===== config.mk =====
export PLATFORM = sky130hd
export DESIGN_NAME = cartridge_bank_mapper_irq
export DESIGN_NICKNAME = d
export VERILOG_FILES = /design/src/sv/cbm_pkg.sv /design/src/sv/cbm_bank_file.sv /design/src/sv/cbm_irq_timer.sv /design/src/sv/cartridge_bank_mapper_irq.sv
export SDC_FILE = /design/constraint.sdc
export NUM_CORES = 1
export LEC_CHECK = 0
export BUFFER_PORTS_ARGS = -buffer_cell sky130_fd_sc_hd__buf_2
export CAP_MARGIN = 10
export CORE_ASPECT_RATIO = 1.1
export CORE_MARGIN = 8
export CORE_UTILIZATION = 60
export CTS_BUF_LIST = sky130_fd_sc_hd__clkbuf_4
export DETAILED_ROUTE_END_ITERATION = 16
export PLACE_DENSITY = 0.79
export RECOVER_POWER = 50
export SLEW_MARGIN = 30
export SYNTH_ARGS = -nofsm -noshare
export SYNTH_HDL_FRONTEND = slang
export SYNTH_SLANG_ARGS = --single-unit

===== constraint.sdc =====
create_clock -name clk -period 7 [get_ports clk]
set_input_delay 0.35 -clock clk [delete_from_list [all_inputs] [get_ports clk]]
set_output_delay 0.35 -clock clk [all_outputs]
set_load 0.05 [all_outputs]

===== src/sv/cbm_pkg.sv =====
// ----------------------------------------------------------------------------
// cbm_pkg
// Shared types, address constants and write decode for the bank mapper.
// ----------------------------------------------------------------------------
package cbm_pkg;

  localparam int unsigned PRESCALE_PERIOD = 341;
  localparam int unsigned PRESC_W         = 10;
  localparam int unsigned SUM_W           = 11;

  localparam logic [15:0] ADDR_MASK   = 16'hF010;
  localparam logic [15:0] ADDR_SOUND  = 16'h9030;
  localparam logic [15:0] ADDR_CHR_LO = 16'hA000;
  localparam logic [15:0] ADDR_CHR_HI = 16'hDFFF;
  localparam logic [15:0] ADDR_PRG0   = 16'h8000;
  localparam logic [15:0] ADDR_PRG1   = 16'h8010;
  localparam logic [15:0] ADDR_PRG2   = 16'h9000;
  localparam logic [15:0] ADDR_SNDIDX = 16'h9010;
  localparam logic [15:0] ADDR_MIRROR = 16'hE000;
  localparam logic [15:0] ADDR_LATCH  = 16'hE010;
  localparam logic [15:0] ADDR_CTRL   = 16'hF000;
  localparam logic [15:0] ADDR_ACK    = 16'hF010;
  localparam logic [15:0] ADDR_ROM_LO = 16'h8000;
  localparam logic [15:0] ADDR_FIXED  = 16'hE000;
  localparam logic [7:0]  FIXED_BANK  = 8'hFF;

  typedef enum logic [1:0] {
    ACT_WRITE = 2'd0,
    ACT_TICK  = 2'd1,
    ACT_PRG   = 2'd2,
    ACT_CHR   = 2'd3
  } action_t;

  typedef enum logic [3:0] {
    WR_NONE   = 4'd0,
    WR_CHR    = 4'd1,
    WR_SOUND  = 4'd2,
    WR_PRG0   = 4'd3,
    WR_PRG1   = 4'd4,
    WR_PRG2   = 4'd5,
    WR_SNDIDX = 4'd6,
    WR_MIRROR = 4'd7,
    WR_LATCH  = 4'd8,
    WR_CTRL   = 4'd9,
    WR_ACK    = 4'd10
  } wr_op_t;

  typedef struct packed {
    logic        valid;
    action_t     act;
    wr_op_t      op;
    logic [15:0] addr;
    logic [7:0]  data;
    logic [6:0]  cycles;
  } cmd_t;

  // address bit 3 folds into bit 4
  function automatic logic [15:0] fold_addr(input logic [15:0] addr);
    fold_addr = {addr[15:5], addr[4] | addr[3], addr[3:0]};
  endfunction

  function automatic wr_op_t wr_decode(input logic [15:0] addr);
    logic [15:0] a;
    a = fold_addr(addr);
    if (a >= ADDR_CHR_LO && a <= ADDR_CHR_HI) begin
      wr_decode = WR_CHR;
    end else if (a == ADDR_SOUND) begin
      wr_decode = WR_SOUND;
    end else begin
      case (a & ADDR_MASK)
        ADDR_PRG0:   wr_decode = WR_PRG0;
        ADDR_PRG1:   wr_decode = WR_PRG1;
        ADDR_PRG2:   wr_decode = WR_PRG2;
        ADDR_SNDIDX: wr_decode = WR_SNDIDX;
        ADDR_MIRROR: wr_decode = WR_MIRROR;
        ADDR_LATCH:  wr_decode = WR_LATCH;
        ADDR_CTRL:   wr_decode = WR_CTRL;
        ADDR_ACK:    wr_decode = WR_ACK;
        default:     wr_decode = WR_NONE;
      endcase
    end
  endfunction

endpackage


===== src/sv/cbm_bank_file.sv =====
// ----------------------------------------------------------------------------
// cbm_bank_file
// CHR/PRG bank registers, mirroring and sound index; bank lookup for queries.
// ----------------------------------------------------------------------------
module cbm_bank_file (
  input  logic          clk,
  input  logic          rst_n,
  input  cbm_pkg::cmd_t cmd,
  output logic [7:0]    bank_number,
  output logic [1:0]    mirror_nxt,
  output logic [7:0]    sound_index
);

  logic [7:0] chr_bank_r [8];
  logic [7:0] prg_bank_r [3];
  logic [1:0] mirror_r;
  logic [7:0] sound_index_r;
  logic [15:0] wa;
  logic [2:0]  chr_slot;
  logic [13:0] ca;

  assign wa       = cbm_pkg::fold_addr(cmd.addr);
  assign chr_slot = {~wa[13], wa[12], wa[4]};
  assign ca       = cmd.addr[13:0];

  always_ff @(posedge clk) begin
    if (!rst_n) begin
      for (int i = 0; i < 8; i++) chr_bank_r[i] <= 8'(i);
      for (int i = 0; i < 3; i++) prg_bank_r[i] <= 8'(i);
      mirror_r      <= '0;
      sound_index_r <= '0;
    end else if (cmd.valid) begin
      case (cmd.op)
        cbm_pkg::WR_CHR:    chr_bank_r[chr_slot] <= cmd.data;
        cbm_pkg::WR_PRG0:   prg_bank_r[0] <= cmd.data;
        cbm_pkg::WR_PRG1:   prg_bank_r[1] <= cmd.data;
        cbm_pkg::WR_PRG2:   prg_bank_r[2] <= cmd.data;
        cbm_pkg::WR_SNDIDX: sound_index_r <= cmd.data;
        cbm_pkg::WR_MIRROR: mirror_r <= cmd.data[1:0];
        default: ;
      endcase
    end
  end

  always_comb begin
    bank_number = '0;
    case (cmd.act)
      cbm_pkg::ACT_PRG: begin
        if (cmd.addr < cbm_pkg::ADDR_ROM_LO) begin
          bank_number = '0;
        end else if (cmd.addr >= cbm_pkg::ADDR_FIXED) begin
          bank_number = cbm_pkg::FIXED_BANK;
        end else begin
          case (cmd.addr[14:13])
            2'd0:    bank_number = prg_bank_r[0];
            2'd1:    bank_number = prg_bank_r[1];
            default: bank_number = prg_bank_r[2];
          endcase
        end
      end
      cbm_pkg::ACT_CHR: begin
        bank_number = ca[13] ? 8'd0 : chr_bank_r[ca[12:10]];
      end
      default: bank_number = '0;
    endcase
  end

  assign mirror_nxt  = (cmd.valid && cmd.op == cbm_pkg::WR_MIRROR) ? cmd.data[1:0] : mirror_r;
  assign sound_index = sound_index_r;

endmodule


===== src/sv/cbm_irq_timer.sv =====
// ----------------------------------------------------------------------------
// cbm_irq_timer
// Prescaler, 8-bit IRQ counter with reload latch, and IRQ control.
// ----------------------------------------------------------------------------
module cbm_irq_timer (
  input  logic          clk,
  input  logic          rst_n,
  input  cbm_pkg::cmd_t cmd,
  output logic          irq_pending_nxt
);

  localparam logic [cbm_pkg::SUM_W-1:0] P1 = cbm_pkg::SUM_W'(cbm_pkg::PRESCALE_PERIOD);
  localparam logic [cbm_pkg::SUM_W-1:0] P2 = cbm_pkg::SUM_W'(2 * cbm_pkg::PRESCALE_PERIOD);

  logic [cbm_pkg::PRESC_W-1:0] prescaler_r, prescaler_nxt;
  logic [7:0] irq_counter_r, irq_counter_nxt;
  logic [7:0] irq_reload_r, irq_reload_nxt;
  logic       irq_enable_r, irq_enable_nxt;
  logic       ack_reenable_r, ack_reenable_nxt;
  logic       irq_pending_r;

  logic [cbm_pkg::SUM_W-1:0] sum, presc_sub;
  logic       wrap1, wrap2, ovf1, ovf2;
  logic [7:0] cnt1, cnt_a, cnt2, cnt_b;

  // at most two prescaler wraps per tick for 7-bit cycle counts
  assign sum   = cbm_pkg::SUM_W'(prescaler_r) + cbm_pkg::SUM_W'({cmd.cycles, 1'b0})
               + cbm_pkg::SUM_W'(cmd.cycles);
  assign wrap1 = sum >= P1;
  assign wrap2 = sum >= P2;
  assign presc_sub = sum - (wrap2 ? P2 : (wrap1 ? P1 : '0));

  assign cnt1  = irq_counter_r + 8'd1;
  assign ovf1  = wrap1 && (cnt1 == 8'd0);
  assign cnt_a = ovf1 ? irq_reload_r : cnt1;
  assign cnt2  = cnt_a + 8'd1;
  assign ovf2  = wrap2 && (cnt2 == 8'd0);
  assign cnt_b = ovf2 ? irq_reload_r : cnt2;

  always_comb begin
    prescaler_nxt    = prescaler_r;
    irq_counter_nxt  = irq_counter_r;
    irq_reload_nxt   = irq_reload_r;
    irq_enable_nxt   = irq_enable_r;
    ack_reenable_nxt = ack_reenable_r;
    irq_pending_nxt  = irq_pending_r;
    if (cmd.valid) begin
      if (cmd.act == cbm_pkg::ACT_TICK) begin
        if (irq_enable_r) begin
          prescaler_nxt   = presc_sub[cbm_pkg::PRESC_W-1:0];
          irq_counter_nxt = wrap2 ? cnt_b : (wrap1 ? cnt_a : irq_counter_r);
          irq_pending_nxt = irq_pending_r | ovf1 | ovf2;
        end
      end else begin
        case (cmd.op)
          cbm_pkg::WR_LATCH: begin
            irq_reload_nxt  = cmd.data;
            irq_pending_nxt = 1'b0;
          end
          cbm_pkg::WR_CTRL: begin
            irq_enable_nxt   = cmd.data[1];
            ack_reenable_nxt = cmd.data[0];
            if (cmd.data[1]) irq_counter_nxt = irq_reload_r;
            prescaler_nxt    = '0;
            irq_pending_nxt  = 1'b0;
          end
          cbm_pkg::WR_ACK: begin
            irq_enable_nxt  = ack_reenable_r;
            irq_pending_nxt = 1'b0;
          end
          default: ;
        endcase
      end
    end
  end

  always_ff @(posedge clk) begin
    if (!rst_n) begin
      prescaler_r    <= '0;
      irq_counter_r  <= '0;
      irq_reload_r   <= '0;
      irq_enable_r   <= 1'b0;
      ack_reenable_r <= 1'b0;
      irq_pending_r  <= 1'b0;
    end else begin
      prescaler_r    <= prescaler_nxt;
      irq_counter_r  <= irq_counter_nxt;
      irq_reload_r   <= irq_reload_nxt;
      irq_enable_r   <= irq_enable_nxt;
      ack_reenable_r <= ack_reenable_nxt;
      irq_pending_r  <= irq_pending_nxt;
    end
  end

  a_presc_range: assert property (@(posedge clk) disable iff (!rst_n)
    prescaler_r < cbm_pkg::PRESC_W'(cbm_pkg::PRESCALE_PERIOD))
    else $error("prescaler out of range");

  a_disabled_hold: assert property (@(posedge clk) disable iff (!rst_n)
    (cmd.valid && cmd.act == cbm_pkg::ACT_TICK && !irq_enable_r)
      |=> ($stable(irq_counter_r) && $stable(prescaler_r)))
    else $error("disabled timer advanced");

endmodule


===== src/sv/cartridge_bank_mapper_irq.sv =====
// ----------------------------------------------------------------------------
// cartridge_bank_mapper_irq
// Cartridge bank mapper with prescaled IRQ counter and sound write forwarding.
// ----------------------------------------------------------------------------
// Input channel (in_*): one request per bus write, tick, PRG query or CHR
// query, accepted when in_valid is high and in_stall is low.
// Output channel (out_*): exactly one result per request, in order, taken
// when out_valid is high and out_stall is low.
// Each accepted request passes through the input register, then the result
// register, which raises out_valid. Throughput: one request per cycle while
// the output is not stalled; the mapper state is updated as a request moves
// from the input register to the result register, so the following request sees it.
// A stall on the output holds the result register; the input register still
// takes one more request, after which in_stall rises until the result is
// taken.
// Reset (rst_n low, synchronous) empties both registers and restores the
// bank registers to their identity mapping and the IRQ logic to idle.
// ----------------------------------------------------------------------------
module cartridge_bank_mapper_irq (
  input  logic        clk,
  input  logic        rst_n,
  input  logic        in_valid,
  output logic        in_stall,
  input  logic [1:0]  in_action,
  input  logic [15:0] in_address,
  input  logic [7:0]  in_data,
  input  logic [6:0]  in_tick_cycles,
  output logic        out_valid,
  input  logic        out_stall,
  output logic        out_irq_line,
  output logic [1:0]  out_mirror_mode,
  output logic [7:0]  out_bank_number,
  output logic        out_sound_write_valid,
  output logic [7:0]  out_sound_reg_index,
  output logic [7:0]  out_sound_reg_data
);

  logic        s1_valid_r;
  logic [1:0]  s1_action_r;
  logic [15:0] s1_address_r;
  logic [7:0]  s1_data_r;
  logic [6:0]  s1_cycles_r;

  logic        out_valid_r;
  logic        irq_line_r;
  logic [1:0]  mirror_r;
  logic [7:0]  bank_r;
  logic        snd_valid_r;
  logic [7:0]  snd_index_r;
  logic [7:0]  snd_data_r;

  logic          advance;
  cbm_pkg::cmd_t cmd;
  logic [7:0]    bank_number;
  logic [1:0]    mirror_nxt;
  logic [7:0]    sound_index;
  logic          irq_pending_nxt;
  logic          snd_write;

  assign advance  = s1_valid_r && !(out_valid_r && out_stall);
  assign in_stall = s1_valid_r && out_valid_r && out_stall;

  always_comb begin
    cmd.valid  = advance;
    cmd.act    = cbm_pkg::action_t'(s1_action_r);
    cmd.op     = (cmd.act == cbm_pkg::ACT_WRITE) ? cbm_pkg::wr_decode(s1_address_r)
                                                 : cbm_pkg::WR_NONE;
    cmd.addr   = s1_address_r;
    cmd.data   = s1_data_r;
    cmd.cycles = s1_cycles_r;
  end

  assign snd_write = (cmd.op == cbm_pkg::WR_SOUND);

  cbm_bank_file u_banks (
    .clk         (clk),
    .rst_n       (rst_n),
    .cmd         (cmd),
    .bank_number (bank_number),
    .mirror_nxt  (mirror_nxt),
    .sound_index (sound_index)
  );

  cbm_irq_timer u_timer (
    .clk             (clk),
    .rst_n           (rst_n),
    .cmd             (cmd),
    .irq_pending_nxt (irq_pending_nxt)
  );

  always_ff @(posedge clk) begin
    if (!rst_n) begin
      s1_valid_r <= 1'b0;
    end else if (!in_stall) begin
      s1_valid_r <= in_valid;
    end
  end

  always_ff @(posedge clk) begin
    if (in_valid && !in_stall) begin
      s1_action_r  <= in_action;
      s1_address_r <= in_address;
      s1_data_r    <= in_data;
      s1_cycles_r  <= in_tick_cycles;
    end
  end

  always_ff @(posedge clk) begin
    if (!rst_n) begin
      out_valid_r <= 1'b0;
    end else if (advance) begin
      out_valid_r <= 1'b1;
    end else if (!out_stall) begin
      out_valid_r <= 1'b0;
    end
  end

  always_ff @(posedge clk) begin
    if (advance) begin
      irq_line_r  <= irq_pending_nxt;
      mirror_r    <= mirror_nxt;
      bank_r      <= bank_number;
      snd_valid_r <= snd_write;
      snd_index_r <= snd_write ? sound_index : 8'd0;
      snd_data_r  <= snd_write ? s1_data_r : 8'd0;
    end
  end

  assign out_valid             = out_valid_r;
  assign out_irq_line          = irq_line_r;
  assign out_mirror_mode       = mirror_r;
  assign out_bank_number       = bank_r;
  assign out_sound_write_valid = snd_valid_r;
  assign out_sound_reg_index   = snd_index_r;
  assign out_sound_reg_data    = snd_data_r;

  a_no_drop: assert property (@(posedge clk) disable iff (!rst_n)
    (s1_valid_r && !(out_valid_r && out_stall)) |=> out_valid_r)
    else $error("request left input register without a result");

  a_sound_no_bank: assert property (@(posedge clk) disable iff (!rst_n)
    (out_valid_r && out_sound_write_valid) |-> (out_bank_number == 8'd0))
    else $error("sound write carries a bank number");

endmodule


==> flow_metrics.tcl <==
set metrics [dict create \
    port_buffers 66 \
    report.power.total_mw 2.21 \
    chipWidth_um 137 \
    finalSetupTns_ps 0 \
    place_congestion 0.931 \
    grt.busiest_layer "met2" \
    layout_common_cells "edfxtp_1 (149), and2_1 (68), nor2_1 (63)" \
    synthCells 818 \
    grt_pass1_wl_um 36900 \
    root_buffer "clkbuf_4" \
    worstPathArrival_ps 6470 \
    clk_path_buf_depth 2 \
    synth_area_um2 9680 \
    vdd_drop_max_mv 0.108 \
    worstMarginPinSlew_ps 2080 \
    worstHoldStart "out_stall" \
    multi_input_area_um2 4050 \
    dp_slack_ps 1270 \
    grt_antenna_before_repair 3 \
    fin_cells 1125 \
    critPathLaunchType "flop" \
    syn-num-nets 884 \
    fp-row-count 48 \
    layout_commonest_cell "edfxtp_1" \
    final_util_pct 68.3 \
    postRouteAntennaNets 0 \
    track_usage_pct 23.2 \
    hold_viol_final 0 \
    dr.pass1.iters 5 \
    synth_edf_count 149 \
    postSynth.asyncResetShare_pct 0 \
    met3_usage_pct 3.84 \
    status "finished, violations left" \
    initial_core_util_pct 61.5 \
    holdCritPathClass "in -> reg" \
    io_pins 67 \
    fillers 1180 \
    yosys_warnings 0 \
    power.leakage_nw 3.82 \
    globalRouteOverflowTotal 0 \
    timing.rr.end "u_timer.prescaler_r[9]" \
    critical_path_class "reg -> reg" \
    dp_hpwl_um 16400 \
    power.density_nw_per_um2 206 \
    violations "capacitance limit, slew limit" \
    worst_clock_skew_ps 31.0 \
    critical_path_required_ps 7510 \
    ys_seq_area_share_pct 55.3 \
    finalNetCount 975 \
    slew-limit-headroom_pct -40.0 \
    rsz0062_at_grt "no" \
    drive_gt1_share_pct 12.3 \
    period_share_pct 85.1 \
    worstSetupEndpointType "flop" \
    path_clk_slew_ps 170 \
    ys.flop_type "edfxtp_1" \
    floorplan.die_area_um2 20500 \
    regArea_um2 5360 \
    drc 0 \
    setup_viol 0 \
    cts_setup_buffers 0 \
    coreArea_um2 15700 \
    grt_start_max_net_pins 33 \
    clk_latency_ps 600 \
    min_period_ps 5960 \
    drv_cap 1 \
    min_to "out_valid" \
    ff2ff_path_depth 24 \
    synth_seq_cells 193 \
    hold_depth 3 \
    dpl.cell_count 1055 \
    avgSynthCellArea_um2 11.8 \
    die_h_um 149 \
    cts_made_buffers 17 \
    avgRoutedWirePerCell_um 20.6 \
    cts-htree-levels 4 \
    routed_via_density 6.13 \
    cts_tree "yes" \
    yosys.cell_types.count 76 \
    grtUsageMet2_pct 41.9 \
    setup_ws_ps 1040 \
    worstReg2RegStart "s1_cycles_r[0]" \
    slew_viol_final 17 \
    gr-usage-met1_pct 26.5 \
    r2r_setup_slack_ps 1040 \
    vias 6901 \
    cts_sinks 193 \
    wl_um 23200 \
    max_freq_mhz 168 \
    cp_max_fo 11 \
    drt_iter0_drc 704 \
    synthToLayoutAreaGrowth_pct 11.0 \
    grt_pass1_vias 7109 \
]
critical path, stage by stage (launching register included):
cell and delay (ps):
edfxtp_1 460, fa_1 560, ha_1 190, inv_1 70
fa_1 390, nand2b_1 200, a21oi_1 280, o21ba_1 310
xnor2_1 120, o31ai_1 250, buf_4 210, inv_1 170
o21ai_0 310, inv_1 110, ha_1 250, nor2b_1 140
o21ai_0 120, a21boi_0 310, o21ai_0 170, a21boi_0 280
o21a_1 190, nor2_1 50, maj3_1 370, o21a_1 180
o211ai_1 180
worst max-delay path by stage:
stage / from / to / slack, ps / cells after the start
5_1_grt: s1_cycles_r[0] / u_timer.prescaler_r[9] / 510 / 24
2_1_floorplan: s1_cycles_r[0] / u_timer.prescaler_r[9] / 1900 / 24
3_5_place_dp: s1_cycles_r[0] / u_timer.prescaler_r[9] / 1270 / 24
4_1_cts: s1_cycles_r[0] / u_timer.prescaler_r[9] / 1160 / 24
3_3_place_gp: s1_cycles_r[0] / u_timer.prescaler_r[8] / 1540 / 26
6_report: s1_cycles_r[0] / u_timer.prescaler_r[9] / 1040 / 24
timing repair:
action / 4_1_cts / 5_1_grt
hold buffers: 34 / 0
endpoints found under the hold margin: 34 / 0
gates resized for setup: 0 / 0
state kept, by name (all words and copies together), names as in the netlist, 10 cells and up, named ones only:
| register | cells |
|---|---|
| u_timer.prescaler_r | 10 |
| s1_address_r | 16 |
| u_banks.prg_bank_r | 24 |
| u_banks.chr_bank_r | 64 |
synth_stat cells (4+ instances only):
cell,instances,share of area (%)
nor2_1,64,2.5
mux4_2,16,3.7
nand2_1,35,1.4
xnor2_1,13,1.2
or3_1,17,1.1
a21oi_1,31,1.6
nor4_1,6,0.39
nand3_1,20,1.0
inv_1,32,1.2
a22o_1,7,0.63
xor2_1,7,0.63
o21ai_1,13,0.67
a22oi_1,4,0.31
mux2i_1,29,3.0
and3_1,4,0.26
o21a_1,6,0.47
nand2b_1,15,0.97
ha_1,21,2.7
o31ai_1,4,0.31
nor2b_1,6,0.39
o211ai_1,7,0.54
mux2_2,6,0.70
o21ai_0,42,2.2
fa_1,8,1.7
dfxtp_1,44,9.1
clkbuf_1,33,1.3
o22ai_1,9,0.58
and2_1,79,5.1
edfxtp_1,149,46
nor3b_1,4,0.31
nor3_1,15,0.78
a31oi_1,9,0.58
metal layers:
| layer | routed length (µm) | vias to the layer above |
|---|---|---|
| met4 | 601 | 0 |
| met5 | 0 | - |
| met1 | 8910 | 3401 |
| li1 | - | 3222 |
| met2 | 12700 | 223 |
| met3 | 1050 | 55 |
stage by stage:
step	cell area, µm²	hold WS, ps
after CTS	10800	88.9
after detailed placement	10200	463
final	10700	61.5
after global routing	10700	35.9
after global placement	10200	453
after floorplan	9680	436
where the power goes:
| part | switching [mW] | internal, mW |
|---|---|---|
| Combinational | 0.194 | 0.122 |
| Sequential | 0.0367 | 1.27 |
| Clock | 0.401 | 0.188 |
kinds of logic (layout without fill, tap and decap cells):
family	Yosys count	after routing	synth area share, %
AO/OA/AOI/OAI	172	172	12.5
buffers and inverters	71	175	2.93
other	0	3	0
XOR/XNOR	20	20	1.81
flip-flops	193	193	55.3
AND/OR/NAND/NOR	280	280	15.5
multiplexers	51	51	7.42
adder cells (fa/ha/maj)	31	31	4.58
cell type report:
| type | count | share of cell area (%) |
|---|---|---|
| Clock inverter | 15 | 1.36 |
| Timing Repair Buffer | 111 | 6.41 |
| Clock buffer | 17 | 1.19 |
| Multi-Input combinational cell | 554 | 37.7 |
| Sequential cell | 193 | 49.8 |
| Tap cell | 200 | 2.33 |
| Inverter | 32 | 1.12 |
| Antenna cell | 3 | 0.0699 |
Power figures use the tool's default switching activity.
